<file path="src/hdl/equal_mass_range_binner_defines.svh">
// ---------------------------------------------------------------------------
// equal mass range binner assertion macros
// shared concurrent assertion forms used by the binner rtl
// ---------------------------------------------------------------------------
`ifndef EQUAL_MASS_RANGE_BINNER_DEFINES_SVH
`define EQUAL_MASS_RANGE_BINNER_DEFINES_SVH

// same-cycle implication
`define EMRB_ASSERT_NOW(lbl, clk, rst, ante, cons, msg) \
   lbl: assert property (@(posedge clk) disable iff (rst) (ante) |-> (cons)) \
      else $error(msg);

// next-cycle implication
`define EMRB_ASSERT_NEXT(lbl, clk, rst, ante, cons, msg) \
   lbl: assert property (@(posedge clk) disable iff (rst) (ante) |=> (cons)) \
      else $error(msg);

`endif

</file>
<file path="src/hdl/emrb_pkg.sv">
// ---------------------------------------------------------------------------
// emrb_pkg
// word types, csr indexes and fixed field widths of the range binner
// ---------------------------------------------------------------------------
package emrb_pkg;

   localparam int RUN_W   = 32;
   localparam int BCNT_W  = 13;
   localparam int BIDX_W  = 12;
   localparam int PAD_W   = 13;
   localparam int CSR_IDX_W = 1;

   typedef enum logic [CSR_IDX_W-1:0] {
      CSR_NUM_BINS   = 1'b0,
      CSR_TOTAL_ROWS = 1'b1
   } csr_index_type;

   typedef struct packed {
      logic [RUN_W-1:0] run_length;
      logic             last_run;
   } req_word_type;

   typedef struct packed {
      logic [BIDX_W-1:0] bin_index;
      logic              opens_bin;
      logic [PAD_W-1:0]  pad_count;
      logic              last_result;
   } rsp_word_type;

   typedef struct packed {
      logic [BCNT_W-1:0] num_bins;
      logic [RUN_W-1:0]  total_rows;
   } cfg_type;

endpackage

</file>
<file path="src/hdl/emrb_csr.sv">
// ---------------------------------------------------------------------------
// emrb_csr
// configuration registers of the range binner, written over the csr channel
// ---------------------------------------------------------------------------
module emrb_csr (
   input  logic                       clock,
   input  logic                       reset,
   input  logic                       csr_valid,
   output logic                       csr_ready,
   input  emrb_pkg::csr_index_type    csr_index,
   input  logic [emrb_pkg::RUN_W-1:0] csr_wdata,
   output emrb_pkg::cfg_type          cfg
);
   import emrb_pkg::*;

   logic [BCNT_W-1:0] num_bins_ff, num_bins_in;
   logic [RUN_W-1:0]  total_rows_ff, total_rows_in;

   assign csr_ready = 1'b1;

   always_comb begin
      num_bins_in   = num_bins_ff;
      total_rows_in = total_rows_ff;
      if (csr_valid) begin
         case (csr_index)
            CSR_NUM_BINS:   num_bins_in   = csr_wdata[BCNT_W-1:0];
            CSR_TOTAL_ROWS: total_rows_in = csr_wdata;
            default: ;
         endcase
      end
   end

   always_ff @(posedge clock) begin
      if (reset) begin
         num_bins_ff   <= BCNT_W'(1);
         total_rows_ff <= '0;
      end else begin
         num_bins_ff   <= num_bins_in;
         total_rows_ff <= total_rows_in;
      end
   end

   assign cfg.num_bins   = num_bins_ff;
   assign cfg.total_rows = total_rows_ff;

endmodule

</file>
<file path="src/hdl/emrb_core.sv">
// ---------------------------------------------------------------------------
// emrb_core
// per-run close decision and binning state, one run per step
// ---------------------------------------------------------------------------
`include "equal_mass_range_binner_defines.svh"

module emrb_core #(
   parameter int MAX_BINS = 4096
) (
   input  logic                  clock,
   input  logic                  reset,
   input  logic                  step,
   input  emrb_pkg::req_word_type req_word,
   input  emrb_pkg::cfg_type     cfg,
   output emrb_pkg::rsp_word_type rsp_word
);
   import emrb_pkg::*;

   // bins_left never exceeds the clamped bin count
   localparam int MB_W = $clog2(MAX_BINS + 1);
   localparam int BL_W = (MB_W < BCNT_W) ? MB_W : BCNT_W;
   localparam int PW   = RUN_W + BL_W;

   logic [RUN_W-1:0]  open_mass_ff, open_mass_in;
   logic [RUN_W-1:0]  mass_left_ff, mass_left_in;
   logic [BL_W-1:0]   bins_left_ff, bins_left_in;
   logic [BIDX_W-1:0] closes_ff, closes_in;
   logic              fresh_ff, fresh_in;

   logic [BL_W-1:0]   bl_eff, cur_bl, bins_after;
   logic [RUN_W-1:0]  cur_m, cur_mass, mass_after, base_mass;
   logic [BIDX_W-1:0] cur_closes, closes_after;
   logic [PW-1:0]     p_run, p_cur;
   logic [PW:0]       p_sum, m_ext, d_cur, d_sum;
   logic [RUN_W:0]    open_sum;
   logic [BCNT_W-1:0] bins_after_w;
   logic              can_close, own_bin, closer_now, do_close;

   always_comb begin
      if (cfg.num_bins == '0) begin
         bl_eff = BL_W'(1);
      end else if (32'(cfg.num_bins) > 32'(MAX_BINS)) begin
         bl_eff = BL_W'(MAX_BINS);
      end else begin
         bl_eff = BL_W'(cfg.num_bins);
      end
   end

   // first run of an attribute starts from the configured values
   assign cur_bl     = fresh_ff ? bl_eff : bins_left_ff;
   assign cur_m      = fresh_ff ? cfg.total_rows : mass_left_ff;
   assign cur_mass   = fresh_ff ? '0 : open_mass_ff;
   assign cur_closes = fresh_ff ? '0 : closes_ff;

   assign can_close = (cur_mass != '0) && (cur_bl > BL_W'(1));

   // exact cross products against the remaining mass
   assign p_run = PW'(req_word.run_length) * PW'(cur_bl);
   assign p_cur = PW'(cur_mass) * PW'(cur_bl);
   assign p_sum = {1'b0, p_cur} + {1'b0, p_run};
   assign m_ext = (PW+1)'(cur_m);

   assign own_bin = {1'b0, p_run} >= m_ext;
   assign d_cur   = ({1'b0, p_cur} >= m_ext) ? {1'b0, p_cur} - m_ext : m_ext - {1'b0, p_cur};
   assign d_sum   = (p_sum >= m_ext) ? p_sum - m_ext : m_ext - p_sum;
   assign closer_now = d_cur <= d_sum;
   assign do_close = can_close && (own_bin || closer_now);

   always_comb begin
      if (do_close) begin
         mass_after   = (cur_m >= cur_mass) ? cur_m - cur_mass : '0;
         bins_after   = cur_bl - BL_W'(1);
         closes_after = cur_closes + BIDX_W'(1);
         base_mass    = '0;
      end else begin
         mass_after   = cur_m;
         bins_after   = cur_bl;
         closes_after = cur_closes;
         base_mass    = cur_mass;
      end
   end

   // open bin mass saturates
   assign open_sum     = {1'b0, base_mass} + {1'b0, req_word.run_length};
   assign open_mass_in = open_sum[RUN_W] ? '1 : open_sum[RUN_W-1:0];
   assign mass_left_in = mass_after;
   assign bins_left_in = bins_after;
   assign closes_in    = closes_after;
   assign fresh_in     = req_word.last_run;
   assign bins_after_w = BCNT_W'(bins_after);

   always_comb begin
      rsp_word.opens_bin   = fresh_ff || do_close;
      rsp_word.last_result = req_word.last_run;
      if (req_word.last_run) begin
         rsp_word.bin_index = closes_after + bins_after_w[BIDX_W-1:0] - BIDX_W'(1);
         rsp_word.pad_count = PAD_W'(bins_after_w);
      end else begin
         rsp_word.bin_index = closes_after;
         rsp_word.pad_count = '0;
      end
   end

   always_ff @(posedge clock) begin
      if (reset) begin
         open_mass_ff <= '0;
         mass_left_ff <= '0;
         bins_left_ff <= '0;
         closes_ff    <= '0;
         fresh_ff     <= 1'b1;
      end else if (step) begin
         open_mass_ff <= open_mass_in;
         mass_left_ff <= mass_left_in;
         bins_left_ff <= bins_left_in;
         closes_ff    <= closes_in;
         fresh_ff     <= fresh_in;
      end
   end

   `EMRB_ASSERT_NEXT(a_last_rearms, clock, reset, step && req_word.last_run, fresh_ff,
                     "last run did not rearm attribute start")
   `EMRB_ASSERT_NOW(a_bins_nonzero, clock, reset, !fresh_ff, bins_left_ff != '0,
                    "bins left reached zero mid attribute")
   `EMRB_ASSERT_NOW(a_first_opens, clock, reset, step && fresh_ff, rsp_word.opens_bin,
                    "first run of attribute did not open a bin")

endmodule

</file>
<file path="src/hdl/equal_mass_range_binner.sv">
// ---------------------------------------------------------------------------
// equal_mass_range_binner
// equal-depth binning of sorted runs into near-equal row mass bins
// ---------------------------------------------------------------------------
// Runs of equal values arrive one word per cycle in ascending value order, and
// each run gets exactly one result word: its bin, whether it opens a bin, and
// on the final run of an attribute the count of padding thresholds. Throughput
// is one run per clock with no bubbles while rsp_stall is low; an accepted run
// passes the input register, then the result register, before its result
// shows on rsp_valid. The rate is set by the per-run recurrence in the core:
// two 32 x 13 bit cross products, their compares against the remaining mass
// and the state update all complete combinationally between the two registers.
// The bin count and total_rows are sampled when the first run of an attribute
// is processed, so write them only while the block is idle between attributes.
module equal_mass_range_binner #(
   parameter int MAX_BINS = 4096
) (
   input  logic                       clock,
   input  logic                       reset,
   // run words
   input  logic                       req_valid,
   output logic                       req_stall,
   input  emrb_pkg::req_word_type     req_word,
   // result words
   output logic                       rsp_valid,
   input  logic                       rsp_stall,
   output emrb_pkg::rsp_word_type     rsp_word,
   // configuration writes
   input  logic                       csr_valid,
   output logic                       csr_ready,
   input  emrb_pkg::csr_index_type    csr_index,
   input  logic [emrb_pkg::RUN_W-1:0] csr_wdata
);
   import emrb_pkg::*;

   cfg_type      cfg;
   req_word_type in_word_ff;
   rsp_word_type out_word_ff, core_word;
   logic         in_valid_ff, in_valid_in;
   logic         out_valid_ff, out_valid_in;
   logic         out_free, step, accept;

   // result register can take a word when empty or being drained
   assign out_free  = !out_valid_ff || !rsp_stall;
   // a run moves from input to result register, updating binning state
   assign step      = in_valid_ff && out_free;
   // input register is busy only when it holds a word that cannot move
   assign req_stall = in_valid_ff && !out_free;
   assign accept    = req_valid && !req_stall;

   always_comb begin
      if (accept) begin
         in_valid_in = 1'b1;
      end else if (step) begin
         in_valid_in = 1'b0;
      end else begin
         in_valid_in = in_valid_ff;
      end
   end

   always_comb begin
      if (step) begin
         out_valid_in = 1'b1;
      end else if (out_free) begin
         out_valid_in = 1'b0;
      end else begin
         out_valid_in = out_valid_ff;
      end
   end

   always_ff @(posedge clock) begin
      if (reset) begin
         in_valid_ff  <= 1'b0;
         out_valid_ff <= 1'b0;
      end else begin
         in_valid_ff  <= in_valid_in;
         out_valid_ff <= out_valid_in;
      end
   end

   // payload registers carry no reset
   always_ff @(posedge clock) begin
      if (accept) begin
         in_word_ff <= req_word;
      end
      if (step) begin
         out_word_ff <= core_word;
      end
   end

   emrb_csr u_csr (
      .clock     (clock),
      .reset     (reset),
      .csr_valid (csr_valid),
      .csr_ready (csr_ready),
      .csr_index (csr_index),
      .csr_wdata (csr_wdata),
      .cfg       (cfg)
   );

   // close decision and bin bookkeeping
   emrb_core #(
      .MAX_BINS (MAX_BINS)
   ) u_core (
      .clock    (clock),
      .reset    (reset),
      .step     (step),
      .req_word (in_word_ff),
      .cfg      (cfg),
      .rsp_word (core_word)
   );

   assign rsp_valid = out_valid_ff;
   assign rsp_word  = out_word_ff;

endmodule

</file>
<file path="config.mk">
export PLATFORM = sky130hd
export DESIGN_NAME = equal_mass_range_binner
export DESIGN_NICKNAME = d
export VERILOG_FILES = /design/src/hdl/emrb_pkg.sv /design/src/hdl/emrb_csr.sv /design/src/hdl/emrb_core.sv /design/src/hdl/equal_mass_range_binner.sv
export VERILOG_INCLUDE_DIRS = /design/src /design/src/hdl
export SDC_FILE = /design/constraint.sdc
export NUM_CORES = 2
export LEC_CHECK = 0
export ABC_AREA = 1
export BUFFER_PORTS_ARGS = -buffer_cell sky130_fd_sc_hd__buf_4
export CAP_MARGIN = 20
export CORE_UTILIZATION = 55
export CTS_CLUSTER_SIZE = 8
export DETAILED_ROUTE_END_ITERATION = 10
export PLACE_DENSITY = 0.74
export SYNTH_ARGS = -nofsm -noshare
export SYNTH_HDL_FRONTEND = slang
export SYNTH_HIERARCHICAL = 1
export SYNTH_SLANG_ARGS = --single-unit
</file>
<file path="constraint.sdc">
create_clock -name clock -period 40.4 [get_ports clock]
set_clock_uncertainty 0.05 [all_clocks]
set_input_delay 8.08 -clock clock [delete_from_list [all_inputs] [get_ports clock]]
set_output_delay 8.08 -clock clock [all_outputs]
set_load 0.03 [all_outputs]
</file>
==> flow_metrics.env <==
export IMPL_worst_pin_slew_ns=1.26
export IMPL_hold_ws_ns=0.412
export IMPL_cts_resized=0
export IMPL_htree_levels=4
export IMPL_core_area_um2=95000
export IMPL_cts_clk_slew_worst_paths_ns=0.08
export IMPL_hold_viol=0
export IMPL_cts_setup_buffers=0
export IMPL_crit_path_max_incr_delay_ns=0.84
export IMPL_use_met3=0.0926
export IMPL_grtUsageTotal=0.399
export IMPL_synth_seq_cells=197
export IMPL_syn_nets=8891
export IMPL_ctsHoldBuffers=0
export IMPL_seq_area_frac_synth=0.0862
export IMPL_slowest_stage="xor2_1"
export IMPL_crit_top_cell="nand2_1"
export IMPL_vias=50800
export IMPL_synth_ff_type="dfxtp_1"
export IMPL_endpoint_kind="flip-flop"
export IMPL_ys_types=68
export IMPL_period_share=0.499
export IMPL_clockBufferDepth=2
export IMPL_port_buffers=99
export IMPL_ys_async_sr_fraction=0
export IMPL_use_met2=0.629
export IMPL_dr_pass1_iters=9
export IMPL_die_w_um=312
export IMPL_synth_top_area_share=0.254
export IMPL_cp_start_kind="flip-flop"
export IMPL_maxSlewViolCount=0
export IMPL_wire_per_inst_um=22.0
export IMPL_grt_util_met1=0.520
export IMPL_ioPinCount=101
export IMPL_initial_utilization=0.555
export IMPL_cts_buffers=17
export IMPL_busiest_layer="met2"
export IMPL_grt_ovfl_total=0
export IMPL_final_cell_mix="1,691 x inv_1, 1,621 x nand2_1, 724 x nor2_1"
export IMPL_layout_commonest_cell="inv_1"
export IMPL_post_route_util=0.582
export IMPL_synthTopCellsByArea="fa_1 25%, ha_1 12%, inv_1 12%"
export IMPL_synth_edff_count=60
export IMPL_path_class="flip-flop to flip-flop"
export IMPL_cap_violations=0
export IMPL_row_count=113
export IMPL_clock_latency_ns=0.47
export IMPL_status="finished clean"
export IMPL_grt_max_degree=75
export IMPL_final_nets=8838
export IMPL_antenna_found_initial=0
export IMPL_fillCellCount=9202
export IMPL_area_growth_pct=4.78
export IMPL_grt_pass1_wl_mm=296
export IMPL_tritoncts="built"
export IMPL_drt_drc_violations_left=0
export IMPL_fp_dieH_um=312
export IMPL_synthesis_area_um2=52700
export IMPL_rsz0062_at_grt="no"
export IMPL_r2r_slack_ns=20.26
export IMPL_period_needed_ns=20.14
export IMPL_path_max_fanout=74
export IMPL_die_area_um2=97200
export IMPL_layout_drive_gt1_share=0.0516
export IMPL_routabilityCongestion=1.07
export IMPL_hold_path_class="flip-flop to flip-flop"
export IMPL_routed_wl_mm=195
export IMPL_setup_tns_ns=0
export IMPL_cts_num_sinks=197
export IMPL_route_antenna_remaining_nets=0
export IMPL_drtIter0Drc=5918
export IMPL_critPathRequiredTime_ns=40.70
export IMPL_vias_per_cell=5.73
export IMPL_max_freq_mhz=49.6
export IMPL_syn_mean_instance_area_um2=6.91
export IMPL_synth_top_area_cell="fa_1"
export IMPL_dp_hpwl_mm=163
export IMPL_slew_headroom=0.152
export IMPL_grt_pass1_vias=50300
export IMPL_cts_root_buffer="clkbuf_16"
export IMPL_worstPathArrival_ns=20.45
export IMPL_synth_cells=7634
export IMPL_synth_warnings=6
export IMPL_setup_violations=0
-- final cells by class --
| cell class | instances | area, um^2 | area share |
|---|---|---|---|
| Clock inverter | 15 | 145 | 0.00263 |
| Timing Repair Buffer | 198 | 1510 | 0.0273 |
| Inverter | 1715 | 6440 | 0.117 |
| Tap cell | 1265 | 1580 | 0.0286 |
| Antenna cell | 2 | 5.00 | 0.0000906 |
| Multi-Input combinational cell | 5452 | 40600 | 0.735 |
| Clock buffer | 17 | 425 | 0.00770 |
| Sequential cell | 197 | 4550 | 0.0822 |
-- flip-flops by register name, indices dropped and copies added (netlist names) --
register,count
u_core/bins_left_ff,13
u_csr/num_bins_ff,13
u_core/closes_ff,12
u_core/open_mass_ff,32
u_core/fresh_ff,1
rsp_valid,1
u_csr/total_rows_ff,32
in_word_ff,33
rsp_word,27
in_valid_ff,1
u_core/mass_left_ff,32
-- kinds of logic (layout without fill, tap and decap cells) --
kind of cell,Yosys count,in the layout,synth area share
compound gates,1178,1178,0.126
flops,197,197,0.0862
buf+inv,1985,1945,0.145
xor+xnor,320,320,0.0533
simple gates,2767,2767,0.213
fa+ha+maj,1186,1186,0.376
other cells,1,3,0.0000711
-- worst paths after layout --
| check | cells past startpoint | endpoint | startpoint |
|---|---|---|---|
| max | 74 | u_core/open_mass_ff[18] | u_core/fresh_ff |
| min | 2 | u_csr/total_rows_ff[15] | u_csr/total_rows_ff[15] |
| max reg2reg | 74 | u_core/open_mass_ff[18] | u_core/fresh_ff |
| min reg2reg | 2 | u_csr/total_rows_ff[15] | u_csr/total_rows_ff[15] |
-- stage by stage --
stage	instance area, um^2	cells	setup slack [ns]
2_1_floorplan	52700	7634	23.88
3_3_place_gp	54700	8825	21.55
3_5_place_dp	54700	8826	20.97
4_1_cts	55300	8858	20.89
5_1_grt	55300	8859	18.97
6_report	55300	8861	20.26
-- critical path: cells and delay by family, from the launching register on --
kind                       cells  cell delay [ns]
buffers and inverters         12             3.83
adders and majority gates     11             4.51
xor gates and xnor gates       2             1.01
AOI/OAI and AO/OA             18             3.98
and+or+nand+nor               31             5.60
DFF                            1             0.82
-- synth_stat cells, drive strengths merged, types with 4 or more instances --
library cell	count
nand2	1648
o211ai	53
nand3	194
xnor2	94
nor4	23
o21a	31
a211oi	4
o221a	6
nand3b	6
a21o	11
o21ai	361
nand4	46
a31o	5
buf	73
a221oi	23
and3	4
a21oi	570
a21boi	13
clkinv	6
fa	668
ha	518
or2	44
nor2	745
o221ai	19
nor3	54
clkbuf	197
dfxtp	137
a31oi	38
inv	1709
o31ai	6
edfxtp	60
o21bai	21
xor2	226
-- per-layer routing --
metal,vias up,part of all wire
met5,-,0
met4,0,0.055
met3,508,0.11
met2,2857,0.44
met1,24100,0.40
li1,23300,-
Power is not shown: default switching activity piles up to over one toggle a cycle in this logic, so the estimate is an artifact.
